===== src/sv/ssrt_pkg.sv =====
// Shared types and constants for the sorted sparse route table.
package ssrt_pkg;

  localparam int unsigned CmdW    = 3;
  localparam int unsigned StatusW = 3;
  localparam int unsigned DistW   = 31;
  localparam int unsigned PortCityW = 16;
  localparam int unsigned InDataW  = 72;
  localparam int unsigned OutDataW = 72;

  typedef enum logic [CmdW-1:0] {
    CMD_ADD     = 3'd0,
    CMD_REMOVE  = 3'd1,
    CMD_FIND    = 3'd2,
    CMD_IT_FIRST = 3'd3,
    CMD_IT_NEXT = 3'd4,
    CMD_CLEAR   = 3'd5
  } cmd_e;

  typedef enum logic [StatusW-1:0] {
    ST_OK     = 3'd0,
    ST_DUP    = 3'd1,
    ST_ABSENT = 3'd2,
    ST_EMPTY  = 3'd3,
    ST_FULL   = 3'd4
  } status_e;

  // Row-wide control broadcast to every cell.
  typedef struct packed {
    logic load;  // capture compare flags against the incoming key
    logic ins;   // open a slot at the insert point and shift right
    logic del;   // close the slot at the hit point and shift left
  } cell_ctrl_t;

endpackage


===== src/sv/ssrt_cell.sv =====
// One sorted cell: holds an entry, compares it, and shifts with its neighbors.
module ssrt_cell #(
  parameter int unsigned KEY_W = 32
) (
  input  logic                         clk_i,
  input  logic                         rst_ni,
  input  ssrt_pkg::cell_ctrl_t         ctrl_i,
  input  logic                         valid_i,
  input  logic [KEY_W-1:0]             cmp_key_i,
  input  logic [KEY_W-1:0]             new_key_i,
  input  logic [ssrt_pkg::DistW-1:0]   new_dist_i,
  input  logic                         left_lt_i,
  input  logic [KEY_W-1:0]             left_key_i,
  input  logic [ssrt_pkg::DistW-1:0]   left_dist_i,
  input  logic [KEY_W-1:0]             right_key_i,
  input  logic [ssrt_pkg::DistW-1:0]   right_dist_i,
  output logic [KEY_W-1:0]             key_o,
  output logic [ssrt_pkg::DistW-1:0]   dist_o,
  output logic                         lt_o,
  output logic                         eq_o
);

  logic [KEY_W-1:0]           key_q, key_d;
  logic [ssrt_pkg::DistW-1:0] dist_q, dist_d;
  logic                       lt_q, eq_q;

  always_ff @(posedge clk_i or negedge rst_ni) begin
    if (!rst_ni) begin
      lt_q <= 1'b0;
      eq_q <= 1'b0;
    end else if (ctrl_i.load) begin
      lt_q <= valid_i && (key_q < cmp_key_i);
      eq_q <= valid_i && (key_q == cmp_key_i);
    end
  end

  always_comb begin
    key_d  = key_q;
    dist_d = dist_q;
    if (ctrl_i.ins && !lt_q) begin
      // the first cell not below the key takes the new entry
      if (left_lt_i) begin
        key_d  = new_key_i;
        dist_d = new_dist_i;
      end else begin
        key_d  = left_key_i;
        dist_d = left_dist_i;
      end
    end else if (ctrl_i.del && !lt_q) begin
      key_d  = right_key_i;
      dist_d = right_dist_i;
    end
  end

  always_ff @(posedge clk_i) begin
    key_q  <= key_d;
    dist_q <= dist_d;
  end

  assign key_o  = key_q;
  assign dist_o = dist_q;
  assign lt_o   = lt_q;
  assign eq_o   = eq_q;

endmodule


===== config.mk =====
export PLATFORM = sky130hd
export DESIGN_NAME = ssrt_cell
export DESIGN_NICKNAME = d
export VERILOG_FILES = /design/src/sv/ssrt_pkg.sv /design/src/sv/ssrt_cell.sv
export SDC_FILE = /design/constraint.sdc
export NUM_CORES = 1
export LEC_CHECK = 0
export ABC_AREA = 0
export BUFFER_PORTS_ARGS = -buffer_cell sky130_fd_sc_hd__buf_2
export CAP_MARGIN = 10
export CORE_UTILIZATION = 30
export DETAILED_ROUTE_END_ITERATION = 6
export GPL_TIMING_DRIVEN = 0
export SLEW_MARGIN = 15
export SYNTH_ARGS = -nofsm -noshare
export SYNTH_HDL_FRONTEND = slang
export SYNTH_SLANG_ARGS = --single-unit

===== constraint.sdc =====
create_clock -name clk_i -period 3.62 [get_ports clk_i]
set_input_delay 0.362 -clock clk_i [delete_from_list [all_inputs] [get_ports clk_i]]
set_output_delay 0.362 -clock clk_i [all_outputs]
set_load 0.03 [all_outputs]

Yosys cells after proc, flatten, opt, wreduce, memory -nomap -nowiden
Cells that the tools add are included.
Storage, ports and cells
  flip-flop bits (word level): 65
  memories kept: 0
  bits in writable memories: 0
  bits of input ports: 228
  output and inout port bits: 65
  bits in latches: 0
  word-level logic and storage cells: 18
  bits in read-only memories: 0
Operators by class
  eq/ne operators: 1
  order comparisons: 1
  divide/modulo/power cells: 0
  shifts and indexed selects: 0
  reductions and logical operators: 6
  mux-type cells: 6
  bitwise logic cells: 0
  add/subtract/negate cells: 0
  $mul: 0
Operators with widths (count)
  32-bit 2-to-1 mux: 3
  31-bit 2-to-1 mux: 3
  32-bit == test: 1
  32-bit < comparator: 1
  1-bit logical AND: 4
  2-bit nonzero test: 1
  1-bit zero test: 1

Longest topological paths before layout
Gate-level depths: netlist (run 1).
  depth after elaboration: 4
  depth in mapped cells: 7
  gate-level depth less buffers: 7

Worst setup path before layout (run 1)
No wires, ideal clock.
  kind: flip-flop to flip-flop
  start: register lt_q, in the netlist lt_o
  end: register dist_q, in the netlist dist_o[0], enable pin
  arrival: 3192 ps
  slack: -59 ps
  path buffers: 0
  clock period less this slack: 3679 ps
  library setup time: 486 ps
  stages on the path, launching flop included: 2
  cells stage by stage: dfrtp_1 nor2_1
Between the ends
  longest elaborated chain between the ends: 3
  elaborated cells on any way between the ends: 4
  classes of those cells: reduce/logical (4)
RTL lines
  start, declared: line ssrt_cell.sv:25  | logic lt_q, eq_q;
  start signal, assigned: line ssrt_cell.sv:32  | lt_q <= valid_i && (key_q < cmp_key_i);
  1-bit zero test *: line ssrt_cell.sv:40, ssrt_cell.sv:49
  1-bit logical AND (on tied branches): line ssrt_cell.sv:40, ssrt_cell.sv:49
  2-bit nonzero test (no source line) *
  end signal, assigned: line ssrt_cell.sv:57  | dist_q <= dist_d;
  end, declared: line ssrt_cell.sv:24  | logic [ssrt_pkg::DistW-1:0] dist_q, dist_d;
Every way passes the cells marked *; elsewhere a longest branch is shown, timed or not.
A chain may end at the register's enable or synchronous reset.

Final worst setup path (run 1)
  start: register lt_q, in the netlist lt_o
  end: register key_q[16], in the netlist key_o[16], data pin
Between the ends
  longest elaborated chain between the ends: 3
RTL lines
  1-bit zero test: line ssrt_cell.sv:40  | if (ctrl_i.ins && !lt_q) begin
  1-bit logical AND: line ssrt_cell.sv:40
  32-bit 2-to-1 mux: line ssrt_cell.sv:40
  net key_d[16]: line ssrt_cell.sv:23  | logic [KEY_W-1:0] key_q, key_d;
  end signal, assigned: line ssrt_cell.sv:56  | key_q <= key_d;
  end, declared: line ssrt_cell.sv:23
The timed path passes the listed nets, and every way through them passes these cells.

==> results of run 1 <==
[per-stage QoR]
stage               power (mW)  hold slack (ps)
floorplan                1.603            66.41
global placement         1.932            147.9
detailed placement       1.964            153.3
CTS                      2.737            293.4
global route             2.848            313.2
finish                   2.695            310.7
[path summary, 6_finish.rpt]
path | slack, ps | end
worst max-delay path | 1530 | key_o[16]$_DFFE_PP_
worst min-delay path | 310 | key_o[5]$_DFFE_PP_
worst max register to register | 1530 | key_o[16]$_DFFE_PP_
worst min register to register | 480 | eq_o$_DFFE_PN0P_
max in group asynchronous | 3170 | lt_o$_DFFE_PN0P_
min in group asynchronous | 350 | eq_o$_DFFE_PN0P_
[cell usage after synthesis, types with 2 or more instances]
cell type  instances
nand4_1            6
clkbuf_1           9
edfxtp_1          63
inv_1             33
o21ai_0           18
a21oi_1           12
o21ai_1           47
a21o_1             3
buf_2             12
mux2i_1           63
nand2_1           71
ha_1              32
nand3_1            4
nor2_1             5
dfrtp_1            2
[sequential cells by signal (all words and copies together), names as in the netlist]
signal and flops:
lt_o 1, dist_o 31, key_o 32, eq_o 1
[cells by family after synthesis]
group | count (synthesis) | share of synthesized area
AOI/OAI and AO/OA | 90 | 0.1225
buffers and inverters | 54 | 0.05354
and+or+nand+nor | 91 | 0.09293
DFF | 65 | 0.4775
adders and majority gates | 32 | 0.09846
muxes | 63 | 0.1551
[area by class of cell]
type / instances / area, um2
buffer: 21 / 93.84
clock buffer: 10 / 229.0
clock inverter: 6 / 25.02
fill: 1327 / 7188
inverter: 33 / 123.9
multi-input combinational: 276 / 1914
sequential: 65 / 1942
tap: 176 / 220.2
timing repair buffer: 294 / 1506
[repair_timing]
action / in CTS / in global routing
setup buffers: 0 / 0
hold endpoints to repair: 2 / 0
setup endpoints to repair: 0 / 0
hold buffers: 1 / 0
[power by group through the flow]
stage               clock, mW  combinational [mW]  sequential [mW]
floorplan                   0               0.308             1.29
global placement            0               0.875             1.06
detailed placement          0               0.908             1.06
CTS                     0.784               0.912             1.04
global route            0.814               0.981             1.05
finish                  0.757               0.899             1.04
[tightest hold or removal path: stages]
cell and delay, ps:
buf_2 70, nand2_1 40, o21ai_1 60
[metal layers]
metal	vias to the layer above	share of wire	routed length, um
met5	-	0	0
met4	0	0.020	254
met3	18	0.069	885
met2	178	0.51	6598
met1	1800	0.40	5154
li1	2028	-	-
==> results.toml, run 1 <==
[status]
status = "completed"

[sta]
period_share = 0.5767
rsz0062_at_grt = "no"
tightest_slew_ps = 699.4
finalSetupViolations = 0
slew_headroom = 0.5337
hold_viol_final = 0
period_needed_ps = 2088
layout_setup_ws_ps = 1532
fmax_ghz = 0.4790
finClkSkew_ps = 2.926
fin_setup_tns_ps = 0
slew_viol_final = 0

[logic_synthesis]
synth_fp_nets = 655
synth_area_um2 = 4066
synth_edf_count = 63
synth.distinct_cells = 30
synthTopCellsByArea = "edfxtp_1 47%, mux2i_1 16%, ha_1 9.8%"
syn_avg_cell_area_um2 = 10.29
synth_top_area_share = 0.4652
synth_top_flop_cell = "edfxtp_1"
async_flop_share = 0.03077
seq_area_frac_synth = 0.4775
synth_seq_cells = 65
synthCells = 395
yosysTopAreaCell = "edfxtp_1"
yosysWarnings = 0

[layout]
syn2layout_area_growth_pct = 48.89
drive_gt1_frac = 0.4525
fin_nets = 960
mostFrequentLayoutCell = "buf_2"
final_cell_mix = "303 x buf_2, 71 x nand2_1, 63 x mux2i_1, 63 x edfxtp_1, 47 x o21ai_1"
final_util = 0.4572
final_cell_count_no_fill = 881
antenna_cells = 0
finalInstanceArea_um2 = 6055

[floorplan]
pin_count = 293
die_area_um2 = 14020
rows = 42
start_util = 0.3071
die_w_um = 118.4
core_um2 = 13240
die-height_um = 118.4

[min_path]
hp-class = "primary input to flip-flop"
whs_path_depth = 3
hold_start = "right_key_i[5]"

[grt]
grt_overflow = 0
grt_pass1_vias = 4279
grt_max_degree = 31
grtUsageMet1 = 0.2085
antenna_found_initial = 0
grt.busiest_layer = "met2"
met3_usage = 0.04440
met2_usage = 0.3426
grt_first_pass_wirelength_mm = 20.44
track_usage = 0.1883

[cts]
cts_buffer_depth = 2
htree_levels = 3
cts_resized = 0
cts.sinks = 65
clk_latency_ps = 330
path_clk_slew_ps = 50
cts_buffers = 9
clock-root-buffer = "clkbuf_16"
cts_tree = "done"

[power_and_ir_drop]
swShare = 0.3456
p_seq_frac = 0.386
switchingPower_mw = 0.9315
p_int_mw = 1.764
p_comb_frac = 0.333
leakage_nw = 3.176
clkPwrFrac = 0.281
ir_drop_uv = 190.5
powerDensity_nw_per_um2 = 445.1

[setup_path]
setup.worst_path.start = "lt_o$_DFFE_PN0P_"
cp-end-kind = "flip-flop"
cpLargestDelayFamily = "buffers and inverters"
critical_path_arrival_ps = 2250
cpMaxStageDelayCell = "clkbuf_1"
critPathKind = "flip-flop to flip-flop"
r2r_start = "lt_o$_DFFE_PN0P_"
cp_max_fo = 10
cp_common_cell = "buf_2"
cpPeakStageDelay_ps = 530
crit_cells = 6
critPathRequiredTime_ps = 3790
startpoint_type = "flip-flop"
reg2reg_depth = 6
path_buf_inv = 3
path_cells = "nand2b_1, clkbuf_1, buf_2, buf_2, nand2_1, o21ai_1"

[routing]
vias = 4024
ant_nets = 0
drc_errors = 0
dr.first_iter.drc_count = 104
drt-total-wl_mm = 12.89
wire_per_inst_um = 14.63
drt-pass1-iter-count = 6
viasPerCell = 4.568

[placement]
dp_cells = 864
place.gp.congestion = 0.8233
detailedPlace.worstSlack_ps = 1488
place_area_um2 = 5791
dp_hpwl_mm = 10.67
io_buffers = 291

[flow_run]
drv_cap = 0
Power figures use the tool's default switching activity.
==> run 2, diff against run 1 <==
clock period = 2.15 ns   (was 3.62 ns; I/O delays follow)
==> results.toml, run 2 (synthesized netlist as in run 1, its figures left out) <==
[sta]
slew_viol_final = 0
period_share = 0.8987
slew_headroom = 0.5902
finClkSkew_ps = 3.071
period_needed_ps = 1932
rsz0062_at_grt = "no"
hold_viol_final = 0
finalSetupViolations = 0
tightest_slew_ps = 614.7
fmax_ghz = 0.5175
hold_slack_ps = 167.9

[layout]
mostFrequentLayoutCell = "buf_2"
final_cell_count_no_fill = 880
fin_nets = 959
final_cell_mix = "303 x buf_2, 71 x nand2_1, 63 x mux2i_1, 63 x edfxtp_1, 47 x o21ai_1"
largest_register_ffs = 32
syn2layout_area_growth_pct = 48.86
antenna_cells = 0
drive_gt1_frac = 0.4560
final_util = 0.4571
finalInstanceArea_um2 = 6053

[cts]
cts.sinks = 65
clock-root-buffer = "clkbuf_16"
cts_buffer_depth = 2
cts_resized = 0
htree_levels = 3
cts_buffers = 9
clk_latency_ps = 320
path_clk_slew_ps = 60
cts_tree = "done"

[placement]
dp_cells = 864
place_area_um2 = 5791
place.gp.congestion = 0.8525
io_buffers = 291
dp_hpwl_mm = 10.56

[grt]
antenna_found_initial = 0
grt_first_pass_wirelength_mm = 19.69
grt_max_degree = 30
grt_pass1_vias = 4144
grt_overflow = 0
track_usage = 0.1819

[min_path]
hold_start = "right_dist_i[6]"
whs_path_depth = 3
hp-class = "primary input to flip-flop"

[setup_path]
critical_path_arrival_ps = 2140
cpPeakStageDelay_ps = 390
critPathKind = "flip-flop to flip-flop"
crit_cells = 6
startpoint_type = "flip-flop"
cp-end-kind = "flip-flop"
cp_max_fo = 3
path_buf_inv = 0
path_cells = "ha_1, nand4_1, nor4_1, a21boi_1, o311ai_1, a22o_1"
cpLargestDelayFamily = "compound AO/OA/AOI/OAI gates"
setup.worst_path.start = "key_o[14]$_DFFE_PP_"
r2r_start = "key_o[14]$_DFFE_PP_"
cpMaxStageDelayCell = "edfxtp_1"
reg2reg_depth = 6
critPathRequiredTime_ps = 2360

[flow_run]
drv_cap = 0

[power_and_ir_drop]
ir_drop_uv = 320.3
switchingPower_mw = 1.560
leakage_nw = 3.179
clkPwrFrac = 0.283
p_int_mw = 2.982
p_seq_frac = 0.385
swShare = 0.3435
p_comb_frac = 0.332
powerDensity_nw_per_um2 = 750.4
finalPower_mw = 4.543

[floorplan]
pin_count = 293
die_area_um2 = 14020
die_w_um = 118.4
rows = 42
die-height_um = 118.4
core_um2 = 13240
start_util = 0.3071

[routing]
viasPerCell = 4.603
vias = 4051
drc_errors = 0
dr.first_iter.drc_count = 99
drt-total-wl_mm = 12.71
wire_per_inst_um = 14.45
drt-pass1-iter-count = 4
ant_nets = 0

[status]
status = "completed"
-- run 2: cell types whose count changed in the layout (fill, tap and decap cells not counted) --
cell      change
clkbuf_1      +1
clkinv_1      -4
clkinv_2      +2
-- run 2: metal layers --
layer	part of all wire	vias up	GRT usage
li1	-	2030	-
met2	0.51	176	0.3301
met3	0.066	22	0.03620
met5	0	-	0
met1	0.40	1823	0.2026
met4	0.026	0	0.08703
-- run 2: per-stage QoR --
stage	TNS (ps)	worst slack [ps]
4_1_cts	0	13.41
5_1_grt	0	56.30
2_1_floorplan	0	218.8
6_report	0	217.7
3_5_place_dp	0	29.46
3_3_place_gp	-3129	-53.47
-- run 2: power groups by stage --
stage          Sequential, mW  Combinational, mW  Clock, mW
5_1_grt                  1.77               1.65       1.38
3_5_place_dp             1.77               1.53          0
2_1_floorplan            2.18              0.521          0
6_report                 1.75               1.51       1.29
4_1_cts                  1.75               1.53       1.32
3_3_place_gp             1.78               1.47          0
-- run 2: layout make-up --
class / instances / area, um2
Multi-Input combinational cell: 276 / 1914
Tap cell: 176 / 220.2
Sequential cell: 65 / 1942
Timing Repair Buffer: 294 / 1506
Inverter: 33 / 123.9
Clock inverter: 4 / 20.02
Clock buffer: 12 / 236.5
Buffer: 20 / 90.09
Fill cell: 1312 / 7189
-- run 2: tightest hold or removal path: cells and delay by family --
kind | cells | cell delay (ps)
compound gates | 1 | 60
simple gates | 1 | 30
buf+inv | 1 | 80
-- run 2: final timing paths --
kind,endpoint,slack (ps)
setup reg to reg,lt_o$_DFFE_PN0P_,220
max in group asynchronous,eq_o$_DFFE_PN0P_,1840
hold / removal,dist_o[6]$_DFFE_PP_,170
setup / recovery,lt_o$_DFFE_PN0P_,220
hold reg to reg,eq_o$_DFFE_PN0P_,510
min in group asynchronous,lt_o$_DFFE_PN0P_,220
-- run 2: timing repair --
item                       CTS  global route
hold endpoints to repair     2             0
hold buffers                 1             0
setup endpoints to repair    0            30
setup buffers                0             0
